==> config.mk <==
export PLATFORM = sky130hd
export DESIGN_NAME = prdg_div_pipe
export DESIGN_NICKNAME = d
export VERILOG_FILES = /design/src/hdl/pinhole_ray_direction_gen_core_assert.svh /design/src/hdl/prdg_pkg.sv /design/src/hdl/prdg_div_pipe.sv
export SDC_FILE = /design/constraint.sdc
export NUM_CORES = 2
export LEC_CHECK = 0
export CORE_AREA = 5 5 314 378
export DETAILED_ROUTE_END_ITERATION = 8
export DIE_AREA = 0 0 319 383
export DONT_BUFFER_PORTS = 1
export PLACE_DENSITY = 0.83
export SYNTH_ARGS = -nofsm -noshare
export SYNTH_HDL_FRONTEND = slang
export SYNTH_SLANG_ARGS = --single-unit
==> constraint.sdc <==
create_clock -name aclk -period 7.55 [get_ports aclk]
set_clock_uncertainty 0.05 [all_clocks]
set_input_delay 1.51 -clock aclk [delete_from_list [all_inputs] [get_ports aclk]]
set_output_delay 1.51 -clock aclk [all_outputs]
set_load 0.01 [all_outputs]
==> src/hdl/pinhole_ray_direction_gen_core_assert.svh <==
// Assertion macros for the pinhole ray direction generator.
// Used by the top level; expects aclk and aresetn in scope.
`ifndef PINHOLE_RAY_DIRECTION_GEN_CORE_ASSERT_SVH
`define PINHOLE_RAY_DIRECTION_GEN_CORE_ASSERT_SVH

// Same-cycle implication, disabled during reset.
`define PRDG_ASSERT_IMP(label, ante, cons, msg) \
    label: assert property (@(posedge aclk) disable iff (!aresetn) (ante) |-> (cons)) \
        else $error(msg);

// Next-cycle implication, disabled during reset.
`define PRDG_ASSERT_NXT(label, ante, cons, msg) \
    label: assert property (@(posedge aclk) disable iff (!aresetn) (ante) |=> (cons)) \
        else $error(msg);

`endif

==> src/hdl/prdg_pkg.sv <==
// Shared widths, register indexes and constants of the ray direction generator.
// No dependencies; imported by every module of the block.
`timescale 1ns / 1ps
`default_nettype none

package prdg_pkg;

    localparam int MAX_DIM    = 4096;
    localparam int COORD_W    = 12;
    localparam int SCALE_W    = 24;
    localparam int ROW_W      = 48;
    localparam int ENT_W      = 16;
    localparam int CFG_IDX_W  = 3;
    localparam int CFG_DATA_W = 48;

    localparam logic [COORD_W-1:0] COORD_MAX = COORD_W'(MAX_DIM - 1);

    localparam logic [CFG_IDX_W-1:0] REG_SCALE_X  = 3'd0;
    localparam logic [CFG_IDX_W-1:0] REG_SCALE_Y  = 3'd1;
    localparam logic [CFG_IDX_W-1:0] REG_TAN_X    = 3'd2;
    localparam logic [CFG_IDX_W-1:0] REG_TAN_Y    = 3'd3;
    localparam logic [CFG_IDX_W-1:0] REG_ROT_ROW0 = 3'd4;
    localparam logic [CFG_IDX_W-1:0] REG_ROT_ROW1 = 3'd5;
    localparam logic [CFG_IDX_W-1:0] REG_ROT_ROW2 = 3'd6;

    localparam logic [SCALE_W-1:0] RST_SCALE_X = 24'd52429;
    localparam logic [SCALE_W-1:0] RST_SCALE_Y = 24'd69905;
    localparam logic [SCALE_W-1:0] RST_TAN     = 24'd65536;
    localparam logic [ROW_W-1:0]   RST_ROW0    = 48'h0000_0000_4000;
    localparam logic [ROW_W-1:0]   RST_ROW1    = 48'h0000_4000_0000;
    localparam logic [ROW_W-1:0]   RST_ROW2    = 48'h4000_0000_0000;

    localparam int PROD_W  = 37;
    localparam int CAM_W   = 39;
    localparam int TERM_W  = 55;
    localparam int DIR_W   = 57;
    localparam int NORM_W  = 30;
    localparam int SQ_W    = 60;
    localparam int LSQ_W   = 62;
    localparam int ROOT_W  = 31;
    localparam int NUM_W   = 46;
    localparam int QUOT_W  = 16;
    localparam int OUT_W   = 16;
    localparam int SHIFT_W = 6;
    localparam int FRAC_W  = 15;

    localparam int FRONT_LAT = 9;
    localparam int SQRT_LAT  = ROOT_W;
    localparam int DIV_LAT   = QUOT_W;
    localparam int PIPE_LAT  = FRONT_LAT + SQRT_LAT + DIV_LAT + 1;
    localparam int NEG_LAT   = 5 + SQRT_LAT + DIV_LAT;

    localparam logic [QUOT_W-1:0] Q_ONE     = 16'd32768;
    localparam logic [QUOT_W-1:0] Q_POS_MAX = 16'd32767;

endpackage

`default_nettype wire

==> src/hdl/prdg_div_pipe.sv <==
// Pipelined restoring divider, one quotient bit per register stage.
// Depends on prdg_pkg; a zero divisor gives a zero quotient.
`timescale 1ns / 1ps
`default_nettype none

module prdg_div_pipe
    import prdg_pkg::*;
(
    input  wire logic              aclk,
    input  wire logic              en,
    input  wire logic [NUM_W-1:0]  num,
    input  wire logic [ROOT_W-1:0] den,
    output logic      [QUOT_W-1:0] quot
);

    logic [NUM_W-1:0]  rem_reg [0:QUOT_W-1];
    logic [QUOT_W-1:0] q_reg   [0:QUOT_W-1];
    logic [ROOT_W-1:0] den_reg [0:QUOT_W-1];

    for (genvar k = 0; k < QUOT_W; k++) begin : g_stage
        localparam int I = QUOT_W - 1 - k;
        logic [NUM_W-1:0]  rem_in;
        logic [QUOT_W-1:0] q_in;
        logic [ROOT_W-1:0] den_in;
        logic [NUM_W:0]    sub_val;

        if (k == 0) begin : g_first
            assign rem_in = num;
            assign q_in   = '0;
            assign den_in = den;
        end else begin : g_rest
            assign rem_in = rem_reg[k-1];
            assign q_in   = q_reg[k-1];
            assign den_in = den_reg[k-1];
        end

        assign sub_val = (NUM_W + 1)'(den_in) << I;

        always_ff @(posedge aclk) begin
            if (en) begin
                den_reg[k] <= den_in;
                if ({1'b0, rem_in} >= sub_val) begin
                    rem_reg[k] <= NUM_W'({1'b0, rem_in} - sub_val);
                    q_reg[k]   <= q_in | (QUOT_W'(1) << I);
                end else begin
                    rem_reg[k] <= rem_in;
                    q_reg[k]   <= q_in;
                end
            end
        end
    end

    assign quot = (den_reg[QUOT_W-1] == '0) ? '0 : q_reg[QUOT_W-1];

endmodule

`default_nettype wire

; Word-level counts from Yosys, hierarchy flattened
; Memory sizes are Yosys's and may differ from the RTL's.
; Cells that the tools add are included.
[word_totals]
register_bits = 0
latchBits = 0
ramBits = 1488
romBits = 0
input_bits = 79
out_inout_bits = 16
word_cells = 199
memories = 3
[op_classes]
n_addsub = 16
multipliers = 0
n_div = 0
order_cmp = 16
eq_ne = 0
shifts = 0
muxes = 131
bitwise_logic = 32
n_reduce_logical = 1
[mem_list]
columns = name, words, width, rd, rd_clocked_by_memory_dff, wr, line_no
row1 = rem_reg, 16, 46, 15, 0, 16, prdg_div_pipe.sv:16  ; logic [NUM_W-1:0] rem_reg [0:QUOT_W-1];
row2 = den_reg, 16, 31, 16, 0, 16, prdg_div_pipe.sv:18  ; logic [ROOT_W-1:0] den_reg [0:QUOT_W-1];
row3 = q_reg, 16, 16, 16, 0, 16, prdg_div_pipe.sv:17  ; logic [QUOT_W-1:0] q_reg [0:QUOT_W-1];
[op_table]
columns = cell, count
row1 = 46-bit two-way mux, 16
row2 = 16-bit two-way mux, 17
row3 = 1-bit two-way mux, 98
row4 = 46-bit by 31-bit greater-or-equal comparator with 1-bit output, 1
row5 = 46-bit by 32-bit greater-or-equal comparator with 1-bit output, 1
row6 = 46-bit by 33-bit greater-or-equal comparator with 1-bit output, 1
row7 = 46-bit by 34-bit greater-or-equal comparator with 1-bit output, 1
row8 = 46-bit by 35-bit greater-or-equal comparator with 1-bit output, 1
row9 = 46-bit by 36-bit greater-or-equal comparator with 1-bit output, 1
row10 = 46-bit by 37-bit greater-or-equal comparator with 1-bit output, 1
row11 = 46-bit by 38-bit greater-or-equal comparator with 1-bit output, 1
row12 = 46-bit by 39-bit greater-or-equal comparator with 1-bit output, 1
row13 = 46-bit by 40-bit greater-or-equal comparator with 1-bit output, 1
row14 = 46-bit by 41-bit greater-or-equal comparator with 1-bit output, 1
row15 = 46-bit by 42-bit greater-or-equal comparator with 1-bit output, 1
row16 = 46-bit by 43-bit greater-or-equal comparator with 1-bit output, 1
row17 = 46-bit by 44-bit greater-or-equal comparator with 1-bit output, 1
row18 = 46-bit by 45-bit greater-or-equal comparator with 1-bit output, 1
row19 = 46-bit greater-or-equal comparator, 1
row20 = 46-bit by 31-bit subtractor with 46-bit output, 1
row21 = 46-bit by 32-bit subtractor with 46-bit output, 1
row22 = 46-bit by 33-bit subtractor with 46-bit output, 1
row23 = 46-bit by 34-bit subtractor with 46-bit output, 1
row24 = 46-bit by 35-bit subtractor with 46-bit output, 1
row25 = 13 further kinds, 44

; Depth between registers and ports, before layout
; An unclocked memory read counts as a cell.
[logic_depth]
word_depth = 6
depth_mapped = 16
ltp_nobuf = 15

; Worst setup path after synthesis
; OpenSTA, ideal clock, no wires.
[synth_timing]
path_kind = input -> register
startpoint = in den[1]
endpoint = mem rem_reg[0][16], data pin
setup_time_ns = 0.260
arrival_time_ns = 4.291
required_time_ns = 7.240
slack_ns = 2.949
cell_stages = 13
n_path_buf = 1
path_cell_list = inv_1 ha_1 nor2b_1 o31ai_1 a211oi_1 o31ai_2 o21ai_0 a31oi_1 a21oi_1 nand4bb_1 a311oi_2 buf_2 mux2_2
[synth_lines]
columns = item, line_no
row1 = "start, declared", prdg_div_pipe.sv:12  ; input wire logic [ROOT_W-1:0] den,
row2 = "end, declared", prdg_div_pipe.sv:16

==> impl_metrics.json <==
{
  "io_pins": 95,
  "ys.flop_type": "edfxtp_1",
  "hold_viol": 0,
  "worst_slack_ps": 296,
  "cp-end-kind": "flop",
  "timing.setup.tns_ps": 0,
  "postSynthCellCount": 6760,
  "nets": 7354,
  "setup_viol_count_final": 0,
  "power_leakage_nw": 31.6,
  "cap_violations": 0,
  "met1_length_mm": 54.6,
  "rows": 136,
  "powerDensity_mw_per_mm2": 385,
  "grt-ovfl-total": 0,
  "wl_met3_mm": 6.03,
  "syn-num-nets": 7350,
  "fin_crit_ps": 7250,
  "cp.buffers_inverters": 7,
  "nFillCells": 7890,
  "die_h_um": 383,
  "grt_pass1_wl_mm": 287,
  "drt-initial-drc-count": 3131,
  "dpl.cell_count": 8143,
  "wl_mm": 185,
  "grt_max_degree": 265,
  "ant_nets": 0,
  "crit_chain": "buf_16 > buf_16 > buf_16 > buf_16 > buf_16 > nor3b_1 > and3_1 > o41ai_1 > or2_1 > a21oi_4 > buf_12 > buf_4 > o21ai_0",
  "seq_area_frac_synth_pct": 53.7,
  "slowest_delay_ps": 870,
  "cp_common_cell": "buf_16",
  "drcViolationCount": 0,
  "synth_edf_count": 1322,
  "area_growth_pct": 8.73,
  "timing.final.crit_share_pct": 96.1,
  "critPathMaxFanout": 264,
  "synth_area_sq_mm": 0.0739,
  "hold_path_class": "flop to flop",
  "required_ps": 8010,
  "avgRoutedWirePerCell_um": 22.1,
  "cp-start-kind": "input port",
  "portBuffers": 0,
  "async_flop_share_pct": 0,
  "rsz0062_at_grt": "no",
  "grt_usage_pct": 30.1,
  "largest_reg_flops": 690,
  "start_util_pct": 64.7,
  "status": "completed",
  "clock_tree.htree_level_count": 4,
  "yosys_warnings": 0,
  "drt_first_pass_iters": 6,
  "gp_congestion": 0.990,
  "clockRootBuffer": "clkbuf_16",
  "vias_per_cell": 6.16,
  "cts_tree": "done",
  "ys_ff_latch": 1322,
  "avgSynthCellArea_sq_um": 10.9,
  "p_total_mw": 30.9,
  "core_area_sq_mm": 0.114,
  "preCtsSetupSlack_ps": -880,
  "path_clk_slew_ps": 70,
  "dieArea_sq_mm": 0.122,
  "cts.sinks": 1322,
  "path_class": "input port to flop",
  "clockBufferDepth": 3,
  "numCtsBuffers": 136,
  "via_count": 51700,
  "instances_no_fill": 8390,
  "grt_pass1_vias": 54800,
  "ir_drop_v": 0.000264,
  "slew_headroom_pct": 0.0903,
  "hpwl_mm": 142,
  "slew_viol_final": 0,
  "worst_slew_pin_slew_ps": 1500,
  "clk_latency_ps": 780,
  "synth_cell_types": 92,
  "cpMaxStageDelayCell": "buf_16",
  "crit_family": "buffers and inverters",
  "wl_met2_mm": 107,
  "die_w_um": 319,
  "drive_gt1_share_pct": 5.50,
  "fmax_ghz": 0.138,
  "cp.arrival_ps": 7720,
  "top_layer": "met4",
  "antenna_found_initial": 3
}
-- cells in the final DEF (no fill, tap or decap), drive strengths merged, types with 15 or more instances in the layout --
| cell type | netlist | final |
|---|---|---|
| nor3 | 89 | 89 |
| ha | 496 | 496 |
| and3 | 44 | 44 |
| o21a | 56 | 56 |
| clkinv | 0 | 48 |
| a31oi | 50 | 50 |
| nor2 | 347 | 347 |
| a21oi | 505 | 505 |
| buf | 16 | 54 |
| nor4b | 21 | 21 |
| nand4b | 18 | 18 |
| clkbuf | 173 | 164 |
| edfxtp | 1322 | 1322 |
| nand2b | 80 | 80 |
| or4 | 26 | 26 |
| o211ai | 21 | 21 |
| inv | 629 | 639 |
| and2 | 27 | 27 |
| a21o | 258 | 258 |
| nor4 | 80 | 80 |
| o21ai | 574 | 574 |
| a211oi | 42 | 42 |
| mux2 | 54 | 54 |
| xnor2 | 254 | 254 |
| nand2 | 652 | 652 |
| nand4 | 87 | 87 |
| xor2 | 243 | 243 |
| nor2b | 82 | 82 |
| o31a | 20 | 20 |
| nand3 | 137 | 137 |
| or3 | 23 | 23 |
| o21bai | 54 | 54 |
| fa | 15 | 15 |
| o31ai | 31 | 31 |
-- kinds of logic after synthesis --
| kind of cell | count (synthesis) | share of synthesized area, % |
|---|---|---|
| xor+xnor | 497 | 5.89 |
| buf+inv | 818 | 4.18 |
| simple gates | 1771 | 11.6 |
| mux | 61 | 0.918 |
| compound gates | 1780 | 14.8 |
| flops | 1322 | 53.7 |
| fa+ha+maj | 511 | 8.81 |
-- final cells by class --
| class | instances | area, sq um | share of cell area (%) |
|---|---|---|---|
| diodes | 1 | 2.50 | 0.00312 |
| clock inverters | 81 | 937 | 1.17 |
| flip-flops and latches | 1322 | 39700 | 49.4 |
| clock buffers | 164 | 3550 | 4.42 |
| well taps | 1518 | 1900 | 2.37 |
| repair buffers | 55 | 663 | 0.826 |
| inverters | 629 | 2360 | 2.94 |
| multi-input cells | 4620 | 31200 | 38.8 |
-- power breakdown --
group | leakage (nW) | internal, mW | switching [mW]
combinational | 16.6 | 5.05 | 7.45
clock | 2.17 | 3.89 | 2.89
sequential | 12.8 | 10.5 | 1.11
total | 31.6 | 19.5 | 11.5
-- synth_stat cells (13+ instances only) --
master	count	share of area, %
a31oi_1	50	0.42
nor2_1	347	1.8
edfxtp_1	1322	54
a21oi_1	501	3.4
a211oi_1	41	0.42
xnor2_1	254	3.0
o21bai_1	54	0.55
ha_1	496	8.4
nor4_1	79	0.67
o21a_1	56	0.57
nand3_1	137	0.93
or4_1	24	0.24
nor3_1	89	0.60
xor2_1	243	2.9
fa_1	15	0.41
a31o_2	13	0.15
nand4_1	87	0.74
o21ai_0	570	3.9
a41oi_1	13	0.15
clkbuf_1	172	0.87
a21o_1	258	2.6
or3_1	23	0.19
a211o_1	14	0.17
mux2_2	54	0.82
o211ai_1	21	0.21
buf_2	15	0.10
nor2b_1	82	0.69
o31ai_1	30	0.30
and3_1	44	0.37
nand2b_1	80	0.68
nor4b_1	18	0.21
o31a_1	20	0.24
nand4b_1	18	0.21
nand2_1	652	3.3
and2_1	26	0.22
inv_1	629	3.2
-- metal layers --
metal	global-route usage (%)	vias up
met5	0	-
met4	24.8	0
met3	3.68	711
met2	62.1	1627
met1	24.5	24600
li1	-	24800
-- through the flow --
| step | instance area, sq um | utilization, % | hold WS, ps |
|---|---|---|---|
| detailed placement | 75800 | 66.4 | 355 |
| global placement | 75800 | 66.4 | 350 |
| global route | 80300 | 70.3 | 371 |
| CTS | 80300 | 70.3 | 366 |
| finish | 80300 | 70.3 | 364 |
| floorplan | 73900 | - | 350 |
-- worst paths after layout --
kind | startpoint | to | slack (ps) | cells after the start
max reg2reg | rem_reg[0][60] | rem_reg[0][107] | 2320 | 11
min reg2reg | q_reg[0][15] | q_reg[0][31] | 360 | 0
max | en | rem_reg[1][193] | 300 | 13
min | q_reg[0][15] | q_reg[0][31] | 360 | 0
-- what timing repair did --
| item | in CTS | in global routing |
|---|---|---|
| hold buffers | 0 | 0 |
| setup endpoints to repair | 10 | 0 |
| buffers inserted | 0 | 0 |
| resized for setup | 0 | 0 |
-- worst register-to-register path, stage by stage, from the launching register on --
cell and delay [ps]:
edfxtp_1 430, ha_1 380, nor2b_1 180, o31a_1 280
o31ai_1 610, a211oi_1 300, a2111oi_0 810, o31a_1 280
nor2b_1 160, a41oi_4 840, buf_4 450, o21ai_0 200
(Power assumes the default switching activity.)
